### src/rtl/btc_pkg.sv
// Shared types and constants of the ball tracking head controller.
package btc_pkg;

    localparam int ANG_W      = 17;
    localparam int CFG_IDX_W  = 2;
    localparam int CFG_DATA_W = 17;
    localparam int GAIN_W     = 13;

    // Register indexes on the configuration port
    localparam logic [CFG_IDX_W-1:0] REG_IMAGE_WIDTH     = 2'd0;
    localparam logic [CFG_IDX_W-1:0] REG_IMAGE_HEIGHT    = 2'd1;
    localparam logic [CFG_IDX_W-1:0] REG_PAN_LEFT_LIMIT  = 2'd2;
    localparam logic [CFG_IDX_W-1:0] REG_PAN_RIGHT_LIMIT = 2'd3;

    localparam int IMAGE_WIDTH_RESET  = 640;
    localparam int IMAGE_HEIGHT_RESET = 480;
    localparam logic signed [ANG_W-1:0] PAN_LEFT_RESET  = -17'sd23040;
    localparam logic signed [ANG_W-1:0] PAN_RIGHT_RESET = 17'sd23040;

    // Gains pre-scaled to 1/256 degree: 15 * 256 and 20 * 256
    localparam logic [GAIN_W-1:0] TILT_GAIN_Q8 = 13'd3840;
    localparam logic [GAIN_W-1:0] PAN_GAIN_Q8  = 13'd5120;

    localparam int ONE_DEG_Q8  = 256;
    localparam int TILT_MAX_Q8 = 22784;

    localparam logic signed [ANG_W-1:0] SWEEP_HIGH_TILT = 17'sd15360;
    localparam logic signed [ANG_W-1:0] SWEEP_LOW_TILT  = 17'sd11520;

    typedef enum logic [1:0] {
        VERDICT_FINDING = 2'd0,
        VERDICT_FOUND   = 2'd1,
        VERDICT_LEFT    = 2'd2,
        VERDICT_RIGHT   = 2'd3
    } btc_verdict_t;

    typedef enum logic [2:0] {
        ST_IDLE,
        ST_PREP,
        ST_DIV_TILT,
        ST_DIV_PAN,
        ST_EMIT
    } btc_state_t;

    typedef struct packed {
        logic in_ready;
        logic load;
        logic start_tilt;
        logic start_pan;
        logic commit;
    } btc_cmd_t;

    typedef struct packed {
        logic need_div;
        logic div_done;
        logic slot_free;
    } btc_stat_t;

endpackage

### src/rtl/btc_if.sv
// Channel interfaces: frame reports in, head commands out, register writes.
interface btc_report_if #(
    parameter int COORD_BITS = 12
);
    logic                               valid;
    logic                               ready;
    logic                               ball_seen;
    logic [COORD_BITS-1:0]              ball_col;
    logic [COORD_BITS-1:0]              ball_row;
    logic signed [btc_pkg::ANG_W-1:0]   tilt_now;
    logic signed [btc_pkg::ANG_W-1:0]   pan_now;
    logic                               head_moving;

    modport source (
        output valid, ball_seen, ball_col, ball_row, tilt_now, pan_now, head_moving,
        input  ready
    );
    modport sink (
        input  valid, ball_seen, ball_col, ball_row, tilt_now, pan_now, head_moving,
        output ready
    );
endinterface

interface btc_command_if;
    logic                               valid;
    logic                               ready;
    btc_pkg::btc_verdict_t              verdict;
    logic                               move_valid;
    logic signed [btc_pkg::ANG_W-1:0]   tilt_target;
    logic signed [btc_pkg::ANG_W-1:0]   pan_target;

    modport source (
        output valid, verdict, move_valid, tilt_target, pan_target,
        input  ready
    );
    modport sink (
        input  valid, verdict, move_valid, tilt_target, pan_target,
        output ready
    );
endinterface

interface btc_cfg_if;
    logic                                valid;
    logic                                ready;
    logic [btc_pkg::CFG_IDX_W-1:0]       index;
    logic [btc_pkg::CFG_DATA_W-1:0]      data;

    modport source (
        output valid, index, data,
        input  ready
    );
    modport sink (
        input  valid, index, data,
        output ready
    );
endinterface

### src/rtl/btc_div.sv
// Restoring unsigned divider, one quotient bit per cycle.
module btc_div #(
    parameter int W = 25
) (
    input  logic         clk,
    input  logic         rst_n,
    input  logic         start,
    input  logic [W-1:0] dividend,
    input  logic [W-1:0] divisor,
    output logic [W-1:0] quotient,
    output logic         done
);

    localparam int CNT_W = $clog2(W + 1);

    logic [CNT_W-1:0] cnt_reg;
    logic             busy_reg;
    logic             done_reg;
    logic [W-1:0]     rem_reg;
    logic [W-1:0]     quo_reg;
    logic [W-1:0]     dsr_reg;

    logic [W:0]       rem_shift;
    logic             fits;
    logic [W:0]       rem_sub;
    logic [W-1:0]     rem_next;
    logic [W-1:0]     quo_next;

    always_comb
    begin
        rem_shift = {rem_reg, quo_reg[W-1]};
        fits      = rem_shift >= {1'b0, dsr_reg};
        rem_sub   = rem_shift - {1'b0, dsr_reg};
        rem_next  = fits ? rem_sub[W-1:0] : rem_shift[W-1:0];
        quo_next  = {quo_reg[W-2:0], fits};
    end

    always_ff @(posedge clk or negedge rst_n)
    begin
        if (!rst_n)
        begin
            cnt_reg  <= '0;
            busy_reg <= 1'b0;
            done_reg <= 1'b0;
        end
        else if (start)
        begin
            cnt_reg  <= CNT_W'(W);
            busy_reg <= 1'b1;
            done_reg <= 1'b0;
        end
        else if (busy_reg)
        begin
            cnt_reg <= cnt_reg - CNT_W'(1);
            if (cnt_reg == CNT_W'(1))
            begin
                busy_reg <= 1'b0;
                done_reg <= 1'b1;
            end
        end
        else
        begin
            done_reg <= 1'b0;
        end
    end

    always_ff @(posedge clk)
    begin
        if (start)
        begin
            rem_reg <= '0;
            quo_reg <= dividend;
            dsr_reg <= divisor;
        end
        else if (busy_reg)
        begin
            rem_reg <= rem_next;
            quo_reg <= quo_next;
        end
    end

    assign quotient = quo_reg;
    assign done     = done_reg;

endmodule

### src/rtl/btc_ctrl.sv
// Sequencer: accepts a report, runs the two divisions when needed, emits the word.
module btc_ctrl (
    input  logic                clk,
    input  logic                rst_n,
    input  logic                report_valid,
    input  btc_pkg::btc_stat_t  stat,
    output btc_pkg::btc_cmd_t   cmd
);

    btc_pkg::btc_state_t state_reg;
    btc_pkg::btc_state_t state_next;

    always_ff @(posedge clk or negedge rst_n)
    begin
        if (!rst_n)
        begin
            state_reg <= btc_pkg::ST_IDLE;
        end
        else
        begin
            state_reg <= state_next;
        end
    end

    always_comb
    begin
        state_next = state_reg;
        unique case (state_reg)
            btc_pkg::ST_IDLE:
            begin
                if (report_valid)
                begin
                    state_next = btc_pkg::ST_PREP;
                end
            end
            btc_pkg::ST_PREP:
            begin
                state_next = stat.need_div ? btc_pkg::ST_DIV_TILT : btc_pkg::ST_EMIT;
            end
            btc_pkg::ST_DIV_TILT:
            begin
                if (stat.div_done)
                begin
                    state_next = btc_pkg::ST_DIV_PAN;
                end
            end
            btc_pkg::ST_DIV_PAN:
            begin
                if (stat.div_done)
                begin
                    state_next = btc_pkg::ST_EMIT;
                end
            end
            btc_pkg::ST_EMIT:
            begin
                if (stat.slot_free)
                begin
                    state_next = btc_pkg::ST_IDLE;
                end
            end
            default:
            begin
                state_next = btc_pkg::ST_IDLE;
            end
        endcase
    end

    always_comb
    begin
        cmd = '0;
        unique case (state_reg)
            btc_pkg::ST_IDLE:
            begin
                cmd.in_ready = 1'b1;
                cmd.load     = report_valid;
            end
            btc_pkg::ST_PREP:
            begin
                cmd.start_tilt = stat.need_div;
            end
            btc_pkg::ST_DIV_TILT:
            begin
                cmd.start_pan = stat.div_done;
            end
            btc_pkg::ST_DIV_PAN:
            begin
                cmd = '0;
            end
            btc_pkg::ST_EMIT:
            begin
                cmd.commit = stat.slot_free;
            end
            default:
            begin
                cmd = '0;
            end
        endcase
    end

endmodule

### src/rtl/btc_dp.sv
// Datapath: registers, centre test, angle corrections, sweep logic, output register.
module btc_dp #(
    parameter int COORD_BITS         = 12,
    parameter int PASSES_BEFORE_TURN = 2
) (
    input  logic                              clk,
    input  logic                              rst_n,
    input  btc_pkg::btc_cmd_t                 cmd,
    output btc_pkg::btc_stat_t                stat,
    input  logic                              cfg_we,
    input  logic [btc_pkg::CFG_IDX_W-1:0]     cfg_index,
    input  logic [btc_pkg::CFG_DATA_W-1:0]    cfg_data,
    input  logic                              ball_seen,
    input  logic [COORD_BITS-1:0]             ball_col,
    input  logic [COORD_BITS-1:0]             ball_row,
    input  logic signed [btc_pkg::ANG_W-1:0]  tilt_now,
    input  logic signed [btc_pkg::ANG_W-1:0]  pan_now,
    input  logic                              head_moving,
    btc_command_if.source                     command
);

    localparam int CB    = COORD_BITS;
    localparam int AW    = btc_pkg::ANG_W;
    localparam int MAG_W = COORD_BITS + btc_pkg::GAIN_W;
    localparam int SUM_W = MAG_W + 2;

    localparam logic signed [SUM_W-1:0] ONE_DEG  = SUM_W'(btc_pkg::ONE_DEG_Q8);
    localparam logic signed [SUM_W-1:0] TILT_MAX = SUM_W'(btc_pkg::TILT_MAX_Q8);
    localparam logic [1:0]              PASS_LIM = 2'(PASSES_BEFORE_TURN);

    // Configuration
    logic [CB-1:0]          width_reg;
    logic [CB-1:0]          height_reg;
    logic signed [AW-1:0]   left_reg;
    logic signed [AW-1:0]   right_reg;

    // Latched report
    logic                   seen_reg;
    logic [CB-1:0]          col_reg;
    logic [CB-1:0]          row_reg;
    logic signed [AW-1:0]   tilt_reg;
    logic signed [AW-1:0]   pan_reg;
    logic                   moving_reg;

    // Tracking state
    logic                   sweep_dir_reg;
    logic                   saw_reg;
    logic [CB-1:0]          last_col_reg;
    logic [1:0]             passes_reg;

    // Division results
    logic                   div_for_pan_reg;
    logic [MAG_W-1:0]       qt_reg;
    logic [MAG_W-1:0]       qp_reg;

    // Output register
    logic                   out_valid_reg;
    btc_pkg::btc_verdict_t  verdict_reg;
    logic                   move_reg;
    logic signed [AW-1:0]   tilt_out_reg;
    logic signed [AW-1:0]   pan_out_reg;

    // Combinational
    logic [CB-1:0]          hw;
    logic [CB-1:0]          hh;
    logic [CB-1:0]          w_q1;
    logic [CB-1:0]          h_q1;
    logic [CB+1:0]          w_q3;
    logic [CB+1:0]          h_q3;
    logic                   in_centre;
    logic signed [CB:0]     tdiff;
    logic signed [CB:0]     pdiff;
    logic                   tneg;
    logic                   pneg;
    logic [CB:0]            tabs_full;
    logic [CB:0]            pabs_full;
    logic [MAG_W-1:0]       tilt_dvd;
    logic [MAG_W-1:0]       pan_dvd;
    logic [MAG_W-1:0]       div_dvd;
    logic [MAG_W-1:0]       div_dsr;
    logic [MAG_W-1:0]       div_q;
    logic                   div_done;
    logic signed [SUM_W-1:0] qt_ext;
    logic signed [SUM_W-1:0] qp_ext;
    logic signed [SUM_W-1:0] tcorr;
    logic signed [SUM_W-1:0] pcorr;
    logic signed [SUM_W-1:0] tt;
    logic signed [SUM_W-1:0] pt;
    logic signed [SUM_W-1:0] left_ext;
    logic signed [SUM_W-1:0] right_ext;
    logic signed [SUM_W-1:0] pt_clamp;
    logic [1:0]             passes_inc;

    btc_pkg::btc_verdict_t  res_verdict;
    logic                   res_move;
    logic signed [AW-1:0]   res_tilt;
    logic signed [AW-1:0]   res_pan;
    logic                   sweep_dir_next;
    logic                   saw_next;
    logic [CB-1:0]          last_col_next;
    logic [1:0]             passes_next;

    always_ff @(posedge clk or negedge rst_n)
    begin
        if (!rst_n)
        begin
            width_reg  <= CB'(btc_pkg::IMAGE_WIDTH_RESET);
            height_reg <= CB'(btc_pkg::IMAGE_HEIGHT_RESET);
            left_reg   <= btc_pkg::PAN_LEFT_RESET;
            right_reg  <= btc_pkg::PAN_RIGHT_RESET;
        end
        else if (cfg_we)
        begin
            unique case (cfg_index)
                btc_pkg::REG_IMAGE_WIDTH:     width_reg  <= cfg_data[CB-1:0];
                btc_pkg::REG_IMAGE_HEIGHT:    height_reg <= cfg_data[CB-1:0];
                btc_pkg::REG_PAN_LEFT_LIMIT:  left_reg   <= $signed(cfg_data);
                btc_pkg::REG_PAN_RIGHT_LIMIT: right_reg  <= $signed(cfg_data);
            endcase
        end
    end

    always_ff @(posedge clk)
    begin
        if (cmd.load)
        begin
            seen_reg   <= ball_seen;
            col_reg    <= ball_col;
            row_reg    <= ball_row;
            tilt_reg   <= tilt_now;
            pan_reg    <= pan_now;
            moving_reg <= head_moving;
        end
        if (div_done)
        begin
            if (div_for_pan_reg)
            begin
                qp_reg <= div_q;
            end
            else
            begin
                qt_reg <= div_q;
            end
        end
    end

    // Centre quarter-rectangle, bounds inclusive
    always_comb
    begin
        hw        = {1'b0, width_reg[CB-1:1]};
        hh        = {1'b0, height_reg[CB-1:1]};
        w_q1      = {2'b00, width_reg[CB-1:2]};
        h_q1      = {2'b00, height_reg[CB-1:2]};
        w_q3      = ({2'b00, width_reg} + {1'b0, width_reg, 1'b0}) >> 2;
        h_q3      = ({2'b00, height_reg} + {1'b0, height_reg, 1'b0}) >> 2;
        in_centre = (col_reg >= w_q1) && ({2'b00, col_reg} <= w_q3) &&
                    (row_reg >= h_q1) && ({2'b00, row_reg} <= h_q3);
    end

    // Divide magnitudes, restore the sign afterwards: truncation toward zero
    always_comb
    begin
        tdiff     = $signed({1'b0, hh}) - $signed({1'b0, row_reg});
        pdiff     = $signed({1'b0, col_reg}) - $signed({1'b0, hw});
        tneg      = tdiff[CB];
        pneg      = pdiff[CB];
        tabs_full = tneg ? (~tdiff + 1'b1) : tdiff;
        pabs_full = pneg ? (~pdiff + 1'b1) : pdiff;
        tilt_dvd  = MAG_W'(tabs_full[CB-1:0]) * MAG_W'(btc_pkg::TILT_GAIN_Q8);
        pan_dvd   = MAG_W'(pabs_full[CB-1:0]) * MAG_W'(btc_pkg::PAN_GAIN_Q8);
        div_dvd   = cmd.start_pan ? pan_dvd : tilt_dvd;
        div_dsr   = cmd.start_pan ? MAG_W'(hw) : MAG_W'(hh);
    end

    btc_div #(
        .W (MAG_W)
    ) u_div (
        .clk      (clk),
        .rst_n    (rst_n),
        .start    (cmd.start_tilt | cmd.start_pan),
        .dividend (div_dvd),
        .divisor  (div_dsr),
        .quotient (div_q),
        .done     (div_done)
    );

    always_ff @(posedge clk or negedge rst_n)
    begin
        if (!rst_n)
        begin
            div_for_pan_reg <= 1'b0;
        end
        else if (cmd.start_tilt)
        begin
            div_for_pan_reg <= 1'b0;
        end
        else if (cmd.start_pan)
        begin
            div_for_pan_reg <= 1'b1;
        end
    end

    always_comb
    begin
        qt_ext    = $signed({2'b00, qt_reg});
        qp_ext    = $signed({2'b00, qp_reg});
        tcorr     = (hh == '0) ? '0 : (tneg ? -qt_ext : qt_ext);
        pcorr     = (hw == '0) ? '0 : (pneg ? -qp_ext : qp_ext);
        tt        = $signed({{(SUM_W-AW){tilt_reg[AW-1]}}, tilt_reg}) + tcorr;
        pt        = $signed({{(SUM_W-AW){pan_reg[AW-1]}}, pan_reg}) + pcorr;
        left_ext  = $signed({{(SUM_W-AW){left_reg[AW-1]}}, left_reg});
        right_ext = $signed({{(SUM_W-AW){right_reg[AW-1]}}, right_reg});
        if (pt < left_ext)
        begin
            pt_clamp = left_ext;
        end
        else if (pt > right_ext)
        begin
            pt_clamp = right_ext;
        end
        else
        begin
            pt_clamp = pt;
        end
        passes_inc = passes_reg + 2'd1;
    end

    // Result and next tracking state for the held report
    always_comb
    begin
        res_verdict    = btc_pkg::VERDICT_FINDING;
        res_move       = 1'b0;
        res_tilt       = '0;
        res_pan        = '0;
        sweep_dir_next = sweep_dir_reg;
        saw_next       = saw_reg;
        last_col_next  = last_col_reg;
        passes_next    = passes_reg;
        if (seen_reg)
        begin
            last_col_next = col_reg;
            saw_next      = 1'b1;
            if (in_centre)
            begin
                res_verdict = btc_pkg::VERDICT_FOUND;
                saw_next    = 1'b0;
                passes_next = 2'd0;
            end
            else if (!((tt <= ONE_DEG) || (tt >= TILT_MAX)))
            begin
                res_move = 1'b1;
                res_tilt = tt[AW-1:0];
                res_pan  = pt_clamp[AW-1:0];
                if (pt >= right_ext - ONE_DEG)
                begin
                    res_verdict = btc_pkg::VERDICT_RIGHT;
                end
                else if (pt <= left_ext + ONE_DEG)
                begin
                    res_verdict = btc_pkg::VERDICT_LEFT;
                end
            end
        end
        else if (saw_reg)
        begin
            // Sweep first away from the side where the ball was last seen
            saw_next = 1'b0;
            res_move = 1'b1;
            if ({1'b0, last_col_reg} > {1'b0, hw})
            begin
                sweep_dir_next = 1'b1;
                res_tilt       = btc_pkg::SWEEP_HIGH_TILT;
                res_pan        = left_reg;
            end
            else
            begin
                sweep_dir_next = 1'b0;
                res_tilt       = btc_pkg::SWEEP_LOW_TILT;
                res_pan        = right_reg;
            end
        end
        else if (!moving_reg)
        begin
            res_move       = 1'b1;
            sweep_dir_next = !sweep_dir_reg;
            if (!sweep_dir_reg)
            begin
                res_tilt = btc_pkg::SWEEP_HIGH_TILT;
                res_pan  = left_reg;
            end
            else
            begin
                res_tilt = btc_pkg::SWEEP_LOW_TILT;
                res_pan  = right_reg;
            end
            if (passes_inc >= PASS_LIM)
            begin
                passes_next = 2'd0;
                res_verdict = btc_pkg::VERDICT_RIGHT;
            end
            else
            begin
                passes_next = passes_inc;
            end
        end
    end

    always_ff @(posedge clk or negedge rst_n)
    begin
        if (!rst_n)
        begin
            sweep_dir_reg <= 1'b0;
            saw_reg       <= 1'b0;
            last_col_reg  <= '0;
            passes_reg    <= 2'd0;
            out_valid_reg <= 1'b0;
        end
        else if (cmd.commit)
        begin
            sweep_dir_reg <= sweep_dir_next;
            saw_reg       <= saw_next;
            last_col_reg  <= last_col_next;
            passes_reg    <= passes_next;
            out_valid_reg <= 1'b1;
        end
        else if (command.ready)
        begin
            out_valid_reg <= 1'b0;
        end
    end

    always_ff @(posedge clk)
    begin
        if (cmd.commit)
        begin
            verdict_reg  <= res_verdict;
            move_reg     <= res_move;
            tilt_out_reg <= res_tilt;
            pan_out_reg  <= res_pan;
        end
    end

    assign stat.need_div  = seen_reg && !in_centre;
    assign stat.div_done  = div_done;
    assign stat.slot_free = !out_valid_reg || command.ready;

    assign command.valid       = out_valid_reg;
    assign command.verdict     = verdict_reg;
    assign command.move_valid  = move_reg;
    assign command.tilt_target = tilt_out_reg;
    assign command.pan_target  = pan_out_reg;

    a_no_move_zero: assert property (@(posedge clk) disable iff (!rst_n)
        out_valid_reg && !move_reg |-> tilt_out_reg == '0 && pan_out_reg == '0)
        else $error("targets not zero on a word without a move");

    a_found_no_move: assert property (@(posedge clk) disable iff (!rst_n)
        out_valid_reg && move_reg |-> verdict_reg != btc_pkg::VERDICT_FOUND)
        else $error("found verdict carries a move");

    a_div_only_outside: assert property (@(posedge clk) disable iff (!rst_n)
        cmd.start_tilt |-> seen_reg && !in_centre)
        else $error("division started for a report that needs none");

    a_found_clears: assert property (@(posedge clk) disable iff (!rst_n)
        out_valid_reg && verdict_reg == btc_pkg::VERDICT_FOUND |->
            !saw_reg && passes_reg == 2'd0)
        else $error("found word without cleared tracking state");

endmodule

### src/rtl/ball_tracking_head_controller_core.sv
// Top level of the ball tracking head controller.
//
// Channels: report (sink) takes one camera-frame word per frame; command
// (source) gives one verdict word per report, with an optional tilt/pan move;
// cfg (sink) writes the image size and pan limits and is always ready.
// Sequence: a ball inside the centre rectangle, a lost ball or a sweep step
// passes from acceptance through the PREP and EMIT states, and the word is
// then registered in the output register, raising command valid. A ball
// outside the centre needs two serial divisions on one shared restoring
// divider, tilt in DIV_TILT, then pan in DIV_PAN, each result captured when
// the divider signals done. Flow: one report is worked on at a time; the
// next is accepted once the previous word is registered and the sequencer
// is back in idle.
// Reset: the registers return to 640x480 and pan limits of -90/+90 degrees;
// sweep direction, ball memory and sweep count are cleared; no word is held.
// Stall: a command word waits in the output register until taken; a report
// that finishes meanwhile holds in its last step and report stays not ready.
module ball_tracking_head_controller_core #(
    parameter int COORD_BITS         = 12,
    parameter int PASSES_BEFORE_TURN = 2
) (
    input  logic           clk,
    input  logic           rst_n,
    btc_report_if.sink     report,
    btc_command_if.source  command,
    btc_cfg_if.sink        cfg
);

    btc_pkg::btc_cmd_t  cmd;
    btc_pkg::btc_stat_t stat;

    assign report.ready = cmd.in_ready;
    assign cfg.ready    = 1'b1;

    btc_ctrl u_ctrl (
        .clk          (clk),
        .rst_n        (rst_n),
        .report_valid (report.valid),
        .stat         (stat),
        .cmd          (cmd)
    );

    btc_dp #(
        .COORD_BITS         (COORD_BITS),
        .PASSES_BEFORE_TURN (PASSES_BEFORE_TURN)
    ) u_dp (
        .clk         (clk),
        .rst_n       (rst_n),
        .cmd         (cmd),
        .stat        (stat),
        .cfg_we      (cfg.valid),
        .cfg_index   (cfg.index),
        .cfg_data    (cfg.data),
        .ball_seen   (report.ball_seen),
        .ball_col    (report.ball_col),
        .ball_row    (report.ball_row),
        .tilt_now    (report.tilt_now),
        .pan_now     (report.pan_now),
        .head_moving (report.head_moving),
        .command     (command)
    );

endmodule
### src/flat_wrapper.sv
// flat-port wrapper written by rule: the top's interface ports become plain ports
module ball_tracking_head_controller_core_flat 
#(
    parameter int COORD_BITS         = 12,
    parameter int PASSES_BEFORE_TURN = 2
)
  (clk, rst_n, report_valid, report_ball_seen, report_ball_col, report_ball_row, report_tilt_now, report_pan_now, report_head_moving, report_ready, command_valid, command_verdict, command_move_valid, command_tilt_target, command_pan_target, command_ready, cfg_valid, cfg_index, cfg_data, cfg_ready);
  btc_report_if #(.COORD_BITS(COORD_BITS)) report_i ();
  btc_command_if command_i ();
  btc_cfg_if cfg_i ();
  input  logic clk;
  input  logic rst_n;
  input wire logic [$bits(report_i.valid)-1:0] report_valid;
  input wire logic [$bits(report_i.ball_seen)-1:0] report_ball_seen;
  input wire logic [$bits(report_i.ball_col)-1:0] report_ball_col;
  input wire logic [$bits(report_i.ball_row)-1:0] report_ball_row;
  input wire logic [$bits(report_i.tilt_now)-1:0] report_tilt_now;
  input wire logic [$bits(report_i.pan_now)-1:0] report_pan_now;
  input wire logic [$bits(report_i.head_moving)-1:0] report_head_moving;
  output wire logic [$bits(report_i.ready)-1:0] report_ready;
  output wire logic [$bits(command_i.valid)-1:0] command_valid;
  output wire logic [$bits(command_i.verdict)-1:0] command_verdict;
  output wire logic [$bits(command_i.move_valid)-1:0] command_move_valid;
  output wire logic [$bits(command_i.tilt_target)-1:0] command_tilt_target;
  output wire logic [$bits(command_i.pan_target)-1:0] command_pan_target;
  input wire logic [$bits(command_i.ready)-1:0] command_ready;
  input wire logic [$bits(cfg_i.valid)-1:0] cfg_valid;
  input wire logic [$bits(cfg_i.index)-1:0] cfg_index;
  input wire logic [$bits(cfg_i.data)-1:0] cfg_data;
  output wire logic [$bits(cfg_i.ready)-1:0] cfg_ready;
  assign report_i.valid = report_valid;
  assign report_i.ball_seen = report_ball_seen;
  assign report_i.ball_col = report_ball_col;
  assign report_i.ball_row = report_ball_row;
  assign report_i.tilt_now = report_tilt_now;
  assign report_i.pan_now = report_pan_now;
  assign report_i.head_moving = report_head_moving;
  assign report_ready = report_i.ready;
  assign command_valid = command_i.valid;
  assign command_verdict = command_i.verdict;
  assign command_move_valid = command_i.move_valid;
  assign command_tilt_target = command_i.tilt_target;
  assign command_pan_target = command_i.pan_target;
  assign command_i.ready = command_ready;
  assign cfg_i.valid = cfg_valid;
  assign cfg_i.index = cfg_index;
  assign cfg_i.data = cfg_data;
  assign cfg_ready = cfg_i.ready;
  ball_tracking_head_controller_core #(.COORD_BITS(COORD_BITS), .PASSES_BEFORE_TURN(PASSES_BEFORE_TURN)) u_core (.clk(clk), .rst_n(rst_n), .report(report_i), .command(command_i), .cfg(cfg_i));
endmodule
### config.mk
export PLATFORM = sky130hd
export DESIGN_NAME = ball_tracking_head_controller_core_flat
export DESIGN_NICKNAME = d
export VERILOG_FILES = /design/src/rtl/btc_pkg.sv /design/src/rtl/btc_if.sv /design/src/rtl/btc_div.sv /design/src/rtl/btc_ctrl.sv /design/src/rtl/btc_dp.sv /design/src/rtl/ball_tracking_head_controller_core.sv /design/src/flat_wrapper.sv
export SDC_FILE = /design/constraint.sdc
export NUM_CORES = 1
export LEC_CHECK = 0
export BUFFER_PORTS_ARGS = -buffer_cell sky130_fd_sc_hd__buf_4
export CAP_MARGIN = 20
export CORE_MARGIN = 2
export CORE_UTILIZATION = 30
export CTS_CLUSTER_SIZE = 40
export DETAILED_ROUTE_END_ITERATION = 10
export HOLD_SLACK_MARGIN = 0.15
export PLACE_DENSITY_LB_ADDON = 0.25
export SYNTH_ARGS = -nofsm -noshare
export SYNTH_HDL_FRONTEND = slang
export SYNTH_SLANG_ARGS = --single-unit
### constraint.sdc
create_clock -name clk -period 14.3 [get_ports clk]
set_clock_uncertainty 0.15 [all_clocks]
set_input_delay 2.145 -clock clk [delete_from_list [all_inputs] [get_ports clk]]
set_output_delay 2.145 -clock clk [all_outputs]
set_load 0.02 [all_outputs]
==> metrics.cfg, run 1 <==
[sta]
fmax_mhz = 107
slew_viol_final = 0
tns_ps = 0
min_period_ps = 9310
finalSetupViolCount = 0
slew_headroom_pct = 31.2
worst_pin_slew_ps = 1030
rsz0062_at_grt = no
hold_viol_final = 0
period_share_pct = 65.1

[floorplanning]
start_util_pct = 30.4
die_h_um = 285
io_pins = 124
coreArea_sq_mm = 0.0777
die_area_sq_mm = 0.0809
rows = 102
dieWidth_um = 285

[worst_setup_path]
cp-end-kind = flop
critPathRequiredTime_ps = 14440
r2r_slack_ps = 4990
r2r_cells = 34
slowest_stage = and3b_1
cp.arrival_ps = 9460
reg2reg_to = u_core.u_dp.command.pan_target[8]
start_kind = flop
cp_max_fo = 31
cpPeakStageDelay_ps = 850
critPathKind = flop to flop
r2r_start = u_core.u_dp.width_reg[1]

[global_routing]
grt-ovfl-total = 0
grt_max_degree = 57
grt_pass1_vias = 18700
grt_first_pass_wirelength_um = 106000
grtUsageTotal_pct = 16.5
antenna_found_initial = 2

[cells_and_area]
area_delta_synth_final_pct = 15.3
drive_gt1_share_pct = 13.4
layout.nets = 2977
antennaDiodeCount = 0
design_area_sq_mm = 0.0272

[worst_hold_path]
min_delay_path_depth = 2
whs_endpoint = u_core.u_dp.u_div.rem_reg[8]
hold_class = flop to flop
hold_start = u_core.u_dp.u_div.rem_reg[8]

[run_status]
run_status = finished clean

[synthesis]
async_flop_share_pct = 29.3
ys_warn_count = 0
ys_ff_latch = 294
synth_ff_type = edfxtp_1
synth_edf_count = 183
synth_cell_types = 77
syn_area_per_cell_sq_um = 9.72
synth_top_cell_area_share_pct = 23.3
syn-instance-count = 2428
ys_seq_area_share_pct = 34.6
yosysTopAreaCell = edfxtp_1
synth_area_leaders = edfxtp_1 23%, ha_1 17%, dfrtp_1 7.5%
synth_area_sq_mm = 0.0236

[routing]
route.detailed.drc = 0
route.detailed.wl_per_inst_um = 18.4
first_pass_iters = 5
wl_um = 66800
dr.first_iter.drc_count = 1226
vias = 18500
ant_nets = 0
via_per_inst = 5.12

[clocking]
cts_buffer_depth = 3
path_clk_slew_ps = 60
cts_made_buffers = 39
clockRootBuffer = clkbuf_16
tritoncts = built
post-cts-setup-buffers = 0
clock-sinks = 294
htree_levels = 2
hold_buffers = 0
clk_latency_ps = 560
cts_resized = 0

[placement]
place_area_sq_mm = 0.0258
port_buffers = 122
dp_hpwl_um = 52600
gp_congestion = 0.908

[run]
cap_violations = 0

==> layer usage <==
layer  wire, um  vias to the layer above  share of wire (%)  global-route usage (%)
li1           -                     9136                  -                       -
met1      31600                     8967                 47                    22.2
met2      31300                      357                 47                    27.7
met3       2610                       73                3.9                    2.20
met4       1350                        0                2.0                    4.20
met5          0                        -                  0                       0
==> synthesized netlist by cell type (all sizes together), types with 13 or more instances <==
master	instances
ha	312
nor2	186
edfxtp	183
a21oi	175
inv	166
nand2	151
o21ai	150
xnor2	114
xor2	82
mux2	80
dfrtp	71
mux2i	59
clkbuf	52
a21o	48
nor3	45
nand3	44
nand4	34
nor2b	34
a211oi	30
fa	29
dfxtp	25
and2	24
o31ai	24
or3	24
nand2b	22
o21a	22
o22ai	22
o211ai	17
nor4	16
o21bai	16
a31oi	15
dfstp	15
or2	13
or4	13
==> placed cells by master (no fill, tap or decap), types with 30 or more instances in the layout <==
cell type / Yosys / routed
clkbuf_16: 0 / 39
mux2_2: 80 / 80
mux2i_1: 59 / 58
nand3_1: 44 / 44
a21oi_1: 175 / 174
nand4_1: 34 / 34
edfxtp_1: 183 / 183
xnor2_1: 114 / 114
nor3_1: 45 / 44
nor2_1: 186 / 184
a21o_1: 48 / 48
nand2_1: 151 / 151
buf_4: 1 / 140
inv_1: 166 / 165
dfrtp_1: 71 / 71
a211oi_1: 30 / 30
o21ai_0: 143 / 143
nor2b_1: 34 / 34
xor2_1: 81 / 81
ha_1: 312 / 312
==> area by class of cell <==
cell class                 count  area, sq um
fill                        7805        50500
multi-input combinational   1905        14600
sequential                   294         8170
tap                         1040         1300
timing repair buffer         146         1180
clock buffer                  49         1040
inverter                     166          623
clock inverter                23          302
==> worst max-delay path: cells and delay by family (launching register included) <==
| family | cells | cell delay (ps) |
|---|---|---|
| adder cells (fa/ha/maj) | 4 | 1320 |
| flip-flops | 1 | 500 |
| multiplexers | 2 | 590 |
| buffers and inverters | 2 | 360 |
| AO/OA/AOI/OAI | 14 | 3450 |
| XOR/XNOR | 2 | 320 |
| AND/OR/NAND/NOR | 10 | 2340 |
==> worst max path at each step <==
stage / startpoint / end / slack [ps] / cells past startpoint
after floorplan: u_core.u_dp.width_reg[1] / u_core.u_dp.command.pan_target[10] / 5900 / 37
after global placement: u_core.u_dp.width_reg[1] / u_core.u_dp.command.pan_target[6] / 5160 / 34
after detailed placement: u_core.u_dp.width_reg[1] / u_core.u_dp.command.pan_target[10] / 4960 / 34
after CTS: u_core.u_dp.width_reg[1] / u_core.u_dp.command.pan_target[8] / 4880 / 34
after global routing: u_core.u_dp.width_reg[1] / u_core.u_dp.command.pan_target[16] / 4210 / 34
final: u_core.u_dp.width_reg[1] / u_core.u_dp.command.pan_target[8] / 4990 / 34
==> logic make-up (layout without fill, tap and decap cells) <==
group / after synthesis / after routing / share of synthesized area (%)
XOR/XNOR: 196 / 196 / 7.30
multiplexers: 139 / 139 / 6.32
AND/OR/NAND/NOR: 643 / 643 / 13.3
adder cells (fa/ha/maj): 341 / 341 / 19.0
buffers and inverters: 230 / 384 / 3.77
flip-flops: 294 / 294 / 34.6
AO/OA/AOI/OAI: 583 / 583 / 15.7
other: 2 / 3 / 0.0318
==> per-stage QoR <==
stage | hold slack [ps] | setup slack [ps] | std cells | util (%)
floorplan | 286 | 5900 | 2429 | -
global placement | 326 | 5160 | 3545 | 33.1
detailed placement | 329 | 4960 | 3548 | 33.2
CTS | 339 | 4880 | 3620 | 34.9
global route | 361 | 4210 | 3623 | 35.0
finish | 340 | 4990 | 3623 | 35.0
Power of run 1 is left out: the tool's default activity adds up to more than one toggle a clock period on the data nets, which glitch-free logic cannot reach.
==> run 2: changes to the inputs <==
--- a/config.mk
+++ b/config.mk
@@ -5,6 +5,7 @@
 export SDC_FILE = /design/constraint.sdc
 export NUM_CORES = 1
 export LEC_CHECK = 0
+export ABC_AREA = 1
 export BUFFER_PORTS_ARGS = -buffer_cell sky130_fd_sc_hd__buf_4
 export CAP_MARGIN = 20
 export CORE_MARGIN = 2
==> constraint.sdc (replaced) <==
create_clock -name clk -period 9.28 [get_ports clk]
set_clock_uncertainty 0.15 [all_clocks]
set_input_delay 1.392 -clock clk [delete_from_list [all_inputs] [get_ports clk]]
set_output_delay 1.392 -clock clk [all_outputs]
set_load 0.02 [all_outputs]
==> run 2 against run 1 <==
Sequential share of layout area fell by 1.4 points. Count of clock-buffer cells in the layout decreased by 2. Global-route usage up 1.5 points. Highest routed layer unchanged.
==> metrics.cfg, run 2 <==
[run_status]
run_status = finished clean

[sta]
tns_ps = 0  ; unchanged
slew_viol_final = 0  ; unchanged
rsz0062_at_grt = no
finalSetupViolCount = 0  ; unchanged
hold_viol_final = 0  ; unchanged
hold_ws_ps = 307  ; -32.9 ps
fmax_mhz = 123  ; +15%
period_share_pct = 87.4  ; +22 points
min_period_ps = 8110  ; -1200 ps
worst_pin_slew_ps = 1120  ; +93.5 ps
slew_headroom_pct = 25.2  ; -6.0 points

[cells_and_area]
final_cells = 4519  ; +25%
fin_util_pct = 34.3  ; -0.70 points
layout_common_cells = 721 x nand2_1, 406 x inv_1, 312 x ha_1
antennaDiodeCount = 0  ; unchanged
drive_gt1_share_pct = 7.85  ; -5.5 points
final_common_cell = nand2_1
layout.nets = 3837  ; +29%
area_delta_synth_final_pct = 13.8

[global_routing]
antenna_found_initial = 2  ; unchanged
grt_first_pass_wirelength_um = 121000  ; +14%
grt_pass1_vias = 21300  ; +14%
grtUsageTotal_pct = 17.9  ; +1.5 points
grt-ovfl-total = 0  ; unchanged
grt_max_degree = 67  ; +18%

[worst_setup_path]
slowest_stage = nand2_1
cp-end-kind = flop
critPathKind = flop to flop
cp_max_fo = 24  ; -23%
critPathRequiredTime_ps = 9470  ; -4970 ps
cpPeakStageDelay_ps = 620  ; -230 ps
start_kind = flop
cpMostUsedCell = nand2_1
cp.arrival_ps = 8300  ; -1160 ps

[floorplanning]
rows = 106  ; +3.9%
die_h_um = 293  ; +3.1%
start_util_pct = 30.2  ; -0.21 points
io_pins = 124  ; unchanged
coreArea_sq_mm = 0.0833  ; +7.2%
die_area_sq_mm = 0.0861  ; +6.3%
dieWidth_um = 293  ; +3.1%

[synthesis]
synthTopCellsByCount = 721 x nand2_1, 407 x inv_1, 312 x ha_1
synth_xor_area_share_pct = 4.32  ; -3.0 points
synth_area_leaders = edfxtp_1 22%, ha_1 16%, nand2_1 11%
synth-adder-area-share_pct = 17.9  ; -1.1 points
synth_compound_area_share_pct = 14.1  ; -1.6 points
synth_most_common_cell = nand2_1
yosysTopAreaCell = edfxtp_1
synth_edf_count = 183  ; unchanged
synth_area_sq_mm = 0.0251  ; +6.4%
syn-instance-count = 3293  ; +36%
synth_top_family_by_area = simple AND/OR/NAND/NOR gates
ys_seq_area_share_pct = 32.5  ; -2.1 points
syn_area_per_cell_sq_um = 7.63  ; -22%
ys_warn_count = 0  ; unchanged
yosys-mux-area-fraction_pct = 0.403  ; -5.9 points
async_flop_share_pct = 29.3  ; unchanged
synth_top_cell_area_share_pct = 21.9  ; -1.4 points
synth_ff_type = edfxtp_1
ys_ff_latch = 294  ; unchanged
synth_cell_types = 58  ; -25%
synth-simple-area-share_pct = 23.4  ; +10 points

[clocking]
tritoncts = built
clock-sinks = 294  ; unchanged
cts_resized = 0  ; unchanged
htree_levels = 2  ; unchanged
cts_buffer_depth = 3  ; unchanged
clockRootBuffer = clkbuf_16
post-cts-setup-buffers = 0  ; unchanged
path_clk_slew_ps = 60  ; about the same
clk_latency_ps = 590  ; +30 ps
cts_made_buffers = 37  ; -5.1%
hold_buffers = 0  ; unchanged

[placement]
numPlacedInstances = 4451  ; +25%
gp_congestion = 0.904  ; -0.37%
dp_hpwl_um = 62500  ; +19%
port_buffers = 122  ; unchanged

[routing]
wl_um = 78000  ; +17%
route.detailed.wl_per_inst_um = 17.3  ; -6.4%
vias = 22400  ; +21%
ant_nets = 0  ; unchanged
via_per_inst = 4.96  ; -3.1%
route.detailed.drc = 0  ; unchanged
first_pass_iters = 6  ; +1
dr.first_iter.drc_count = 1505  ; +23%

[run]
cap_violations = 0  ; unchanged

[worst_hold_path]
hold_class = flop to flop

-- run 2: cell types whose count changed after synthesis, sizes merged, moves of 34 or more --
cell / previous run / this run
nor2: 186 / 289
a21oi: 175 / 281
nand3: 44 / 184
nand2: 151 / 726
inv: 166 / 414
a21o: 48 / 11
mux2: 80 / 9
o21ai: 150 / 285
mux2i: 59 / 0
xnor2: 114 / 35
nor2b: 34 / 0
-- run 2: per-stage QoR --
step | cell area (sq um) | worst slack (ps)
after CTS | 28600 | 1230
final | 28600 | 1170
after global placement | 27300 | 1430
after detailed placement | 27300 | 1250
after floorplan | 25100 | 2990
after global routing | 28600 | 361
-- run 2: per-layer routing --
| metal | part of all wire, % | global-route usage (%) | up-vias |
|---|---|---|---|
| met1 | 46 | 24.2 | 10300 |
| met5 | 0 | 0 | - |
| met2 | 45 | 29.1 | 543 |
| met4 | 3.5 | 6.35 | 0 |
| met3 | 5.4 | 2.60 | 120 |
| li1 | - | - | 11400 |
-- run 2: path summary, 6_finish.rpt --
path                                               startpoint                                end  slack [ps]  cells past startpoint
min in group asynchronous                               rst_n            u_core.u_dp.left_reg[6]         530                      1
worst min register to register  u_core.u_dp.u_div.rem_reg[24]      u_core.u_dp.u_div.rem_reg[24]         310                      2
worst max register to register       u_core.u_dp.width_reg[1]  u_core.u_dp.command.pan_target[7]        1170                     39
max in group asynchronous                               rst_n        u_core.u_dp.last_col_reg[2]        7220                      2
worst max-delay path                 u_core.u_dp.width_reg[1]  u_core.u_dp.command.pan_target[7]        1170                     39
worst min-delay path            u_core.u_dp.u_div.rem_reg[24]      u_core.u_dp.u_div.rem_reg[24]         310                      2
-- run 2: final cells by class --
class                   count  area, sq um
flip-flops and latches    294         8170
inverters                 419         1570
clock buffers              47         1000
multi-input cells        2517        15100
repair buffers            143         1090
fillers                  8866        54700
clock inverters            19          280
well taps                1080         1350
-- run 2: cell families (layout without fill, tap and decap cells) --
group | Yosys count | count (layout)
multiplexers | 9 | 9
adder cells (fa/ha/maj) | 341 | 341
XOR/XNOR | 124 | 124
buffers and inverters | 483 | 628
other | 2 | 3
AND/OR/NAND/NOR | 1382 | 1382
flip-flops | 294 | 294
AO/OA/AOI/OAI | 658 | 658
-- run 2: worst max-delay path, delay by kind of cell (launching register included) --
kind / cells / cell delay (ps)
adders and majority gates: 4 / 1180
DFF: 1 / 510
AOI/OAI and AO/OA: 8 / 1670
xor gates and xnor gates: 1 / 370
buffers and inverters: 4 / 720
and+or+nand+nor: 22 / 3240
Power of run 2 is left out for the same reason.
==> run 3: changes to the inputs <==
--- a/config.mk
+++ b/config.mk
@@ -5,7 +5,6 @@
 export SDC_FILE = /design/constraint.sdc
 export NUM_CORES = 1
 export LEC_CHECK = 0
-export ABC_AREA = 1
 export BUFFER_PORTS_ARGS = -buffer_cell sky130_fd_sc_hd__buf_4
 export CAP_MARGIN = 20
 export CORE_MARGIN = 2
==> run 3 against run 2 <==
Global-route usage is 1.3 points lower. Count of clock-buffer cells in the layout down 3. Hold slack better by 40 ps. Sequential cell count unchanged.
==> metrics.cfg, run 3 (same netlist as run 1, synthesis figures left out) <==
[sta]
worst_pin_slew_ps = 1040  ; -82.1 ps
period_share_pct = 93.1  ; +5.7 points
tns_ps = 0  ; unchanged
fmax_mhz = 116  ; -6.1%
finalSetupViolCount = 0  ; unchanged
slew_headroom_pct = 30.7  ; +5.5 points
slew_viol_final = 0  ; unchanged
hold_viol_final = 0  ; unchanged
rsz0062_at_grt = no
min_period_ps = 8640  ; +531 ps

[floorplanning]
dieWidth_um = 285  ; -3.0%
die_h_um = 285  ; -3.0%
rows = 102  ; -3.8%
coreArea_sq_mm = 0.0777  ; -6.7%
io_pins = 124  ; unchanged
start_util_pct = 30.4  ; +0.21 points
die_area_sq_mm = 0.0809  ; -5.9%

[routing]
wl_um = 67200  ; -14%
route.detailed.wl_per_inst_um = 18.5  ; +7.3%
via_per_inst = 5.12  ; +3.3%
route.detailed.drc = 0  ; unchanged
dr.first_iter.drc_count = 1130  ; -25%
vias = 18600  ; -17%
ant_nets = 0  ; unchanged
first_pass_iters = 5  ; -1

[global_routing]
grt_pass1_vias = 18800  ; -12%
grt-ovfl-total = 0  ; unchanged
antenna_found_initial = 1  ; -1
grtUsageTotal_pct = 16.6  ; -1.3 points
grt_first_pass_wirelength_um = 107000  ; -12%
grt_max_degree = 61  ; -9.0%

[clocking]
htree_levels = 2  ; unchanged
path_clk_slew_ps = 60  ; about the same
tritoncts = built
hold_buffers = 0  ; unchanged
clockRootBuffer = clkbuf_16
clock-sinks = 294  ; unchanged
clk_latency_ps = 590  ; about the same
post-cts-setup-buffers = 0  ; unchanged
cts_made_buffers = 38  ; +2.7%
cts_buffer_depth = 3  ; unchanged

[cells_and_area]
nFillCells = 7825  ; -12%
layout.nets = 2983  ; -22%
drive_gt1_share_pct = 13.9  ; +6.0 points
layout_common_cells = 312 x ha_1, 184 x nor2_1, 183 x edfxtp_1
design_area_sq_mm = 0.0273  ; -4.5%
antennaDiodeCount = 0  ; unchanged
final_common_cell = ha_1
area_delta_synth_final_pct = 15.6

[run]
cap_violations = 0  ; unchanged

[placement]
dp_hpwl_um = 52300  ; -16%
place_area_sq_mm = 0.0258  ; -5.3%
gp_congestion = 0.886  ; -2.1%
port_buffers = 122  ; unchanged

[worst_setup_path]
critPathRequiredTime_ps = 9430  ; -40 ps
r2r_cells = 36  ; -7.7%
cp_num_buf_inv = 4  ; unchanged
crit_family = compound AO/OA/AOI/OAI gates
r2r_start = u_core.u_dp.col_reg[0]
cp_max_fo = 19  ; -21%
cpPeakStageDelay_ps = 510  ; -110 ps
reg2reg_to = u_core.u_dp.command.pan_target[10]
start_kind = flop
cp.arrival_ps = 8790  ; +490 ps
slowest_stage = or4_1
crit_start = u_core.u_dp.col_reg[0]
cp-end-kind = flop
critPathKind = flop to flop
r2r_slack_ps = 640  ; -530 ps

[worst_hold_path]
hold_start = u_core.u_dp.u_div.rem_reg[1]
whs_endpoint = u_core.u_dp.u_div.rem_reg[1]
hold_class = flop to flop
min_delay_path_depth = 2  ; unchanged

[run_status]
run_status = finished clean

run 3: metal layers:
layer  track usage, %  vias up  wire, um
met4             3.50        0      1080
met1             22.5     9022     31700
met5                0        -         0
met2             28.2      341     31900
met3             1.93       65      2490
li1                 -     9143         -
run 3: cell type report:
class,instances,area [sq um],area share [%]
Clock inverter,26,378,1.38
Inverter,166,623,2.28
Tap cell,1040,1300,4.77
Clock buffer,44,1000,3.68
Multi-Input combinational cell,1905,14600,53.6
Sequential cell,294,8170,29.9
Timing Repair Buffer,153,1190,4.37
run 3: tightest hold or removal path, stage by stage (launching register included):
cell     delay (ps)
dfxtp_1         320
nand2_1          60
a21oi_1          60
run 3: worst max-delay path by stage:
stage,endpoint,cells after the start,slack (ps)
floorplan,u_core.u_dp.command.pan_target[10],37,880
global placement,u_core.u_dp.command.pan_target[6],35,390
detailed placement,u_core.u_dp.command.pan_target[10],36,170
CTS,u_core.u_dp.command.pan_target[5],36,60
global route,u_core.u_dp.command.pan_target[10],36,20
finish,u_core.u_dp.command.pan_target[10],36,640
run 3: repair_timing:
item | in CTS | in global routing
endpoints found under the setup margin | 0 | 19
hold endpoints to repair | 0 | 0
resized for setup | 0 | 8
run 3: through the flow:
step	cells	setup WS (ps)	hold slack (ps)	util [%]
after global routing	3628	16.5	374	35.1
after CTS	3625	57.8	342	35.0
after floorplan	2429	880	286	-
final	3628	640	347	35.1
after detailed placement	3555	175	329	33.2
after global placement	3554	392	321	33.2
Power of run 3 is left out for the same reason.
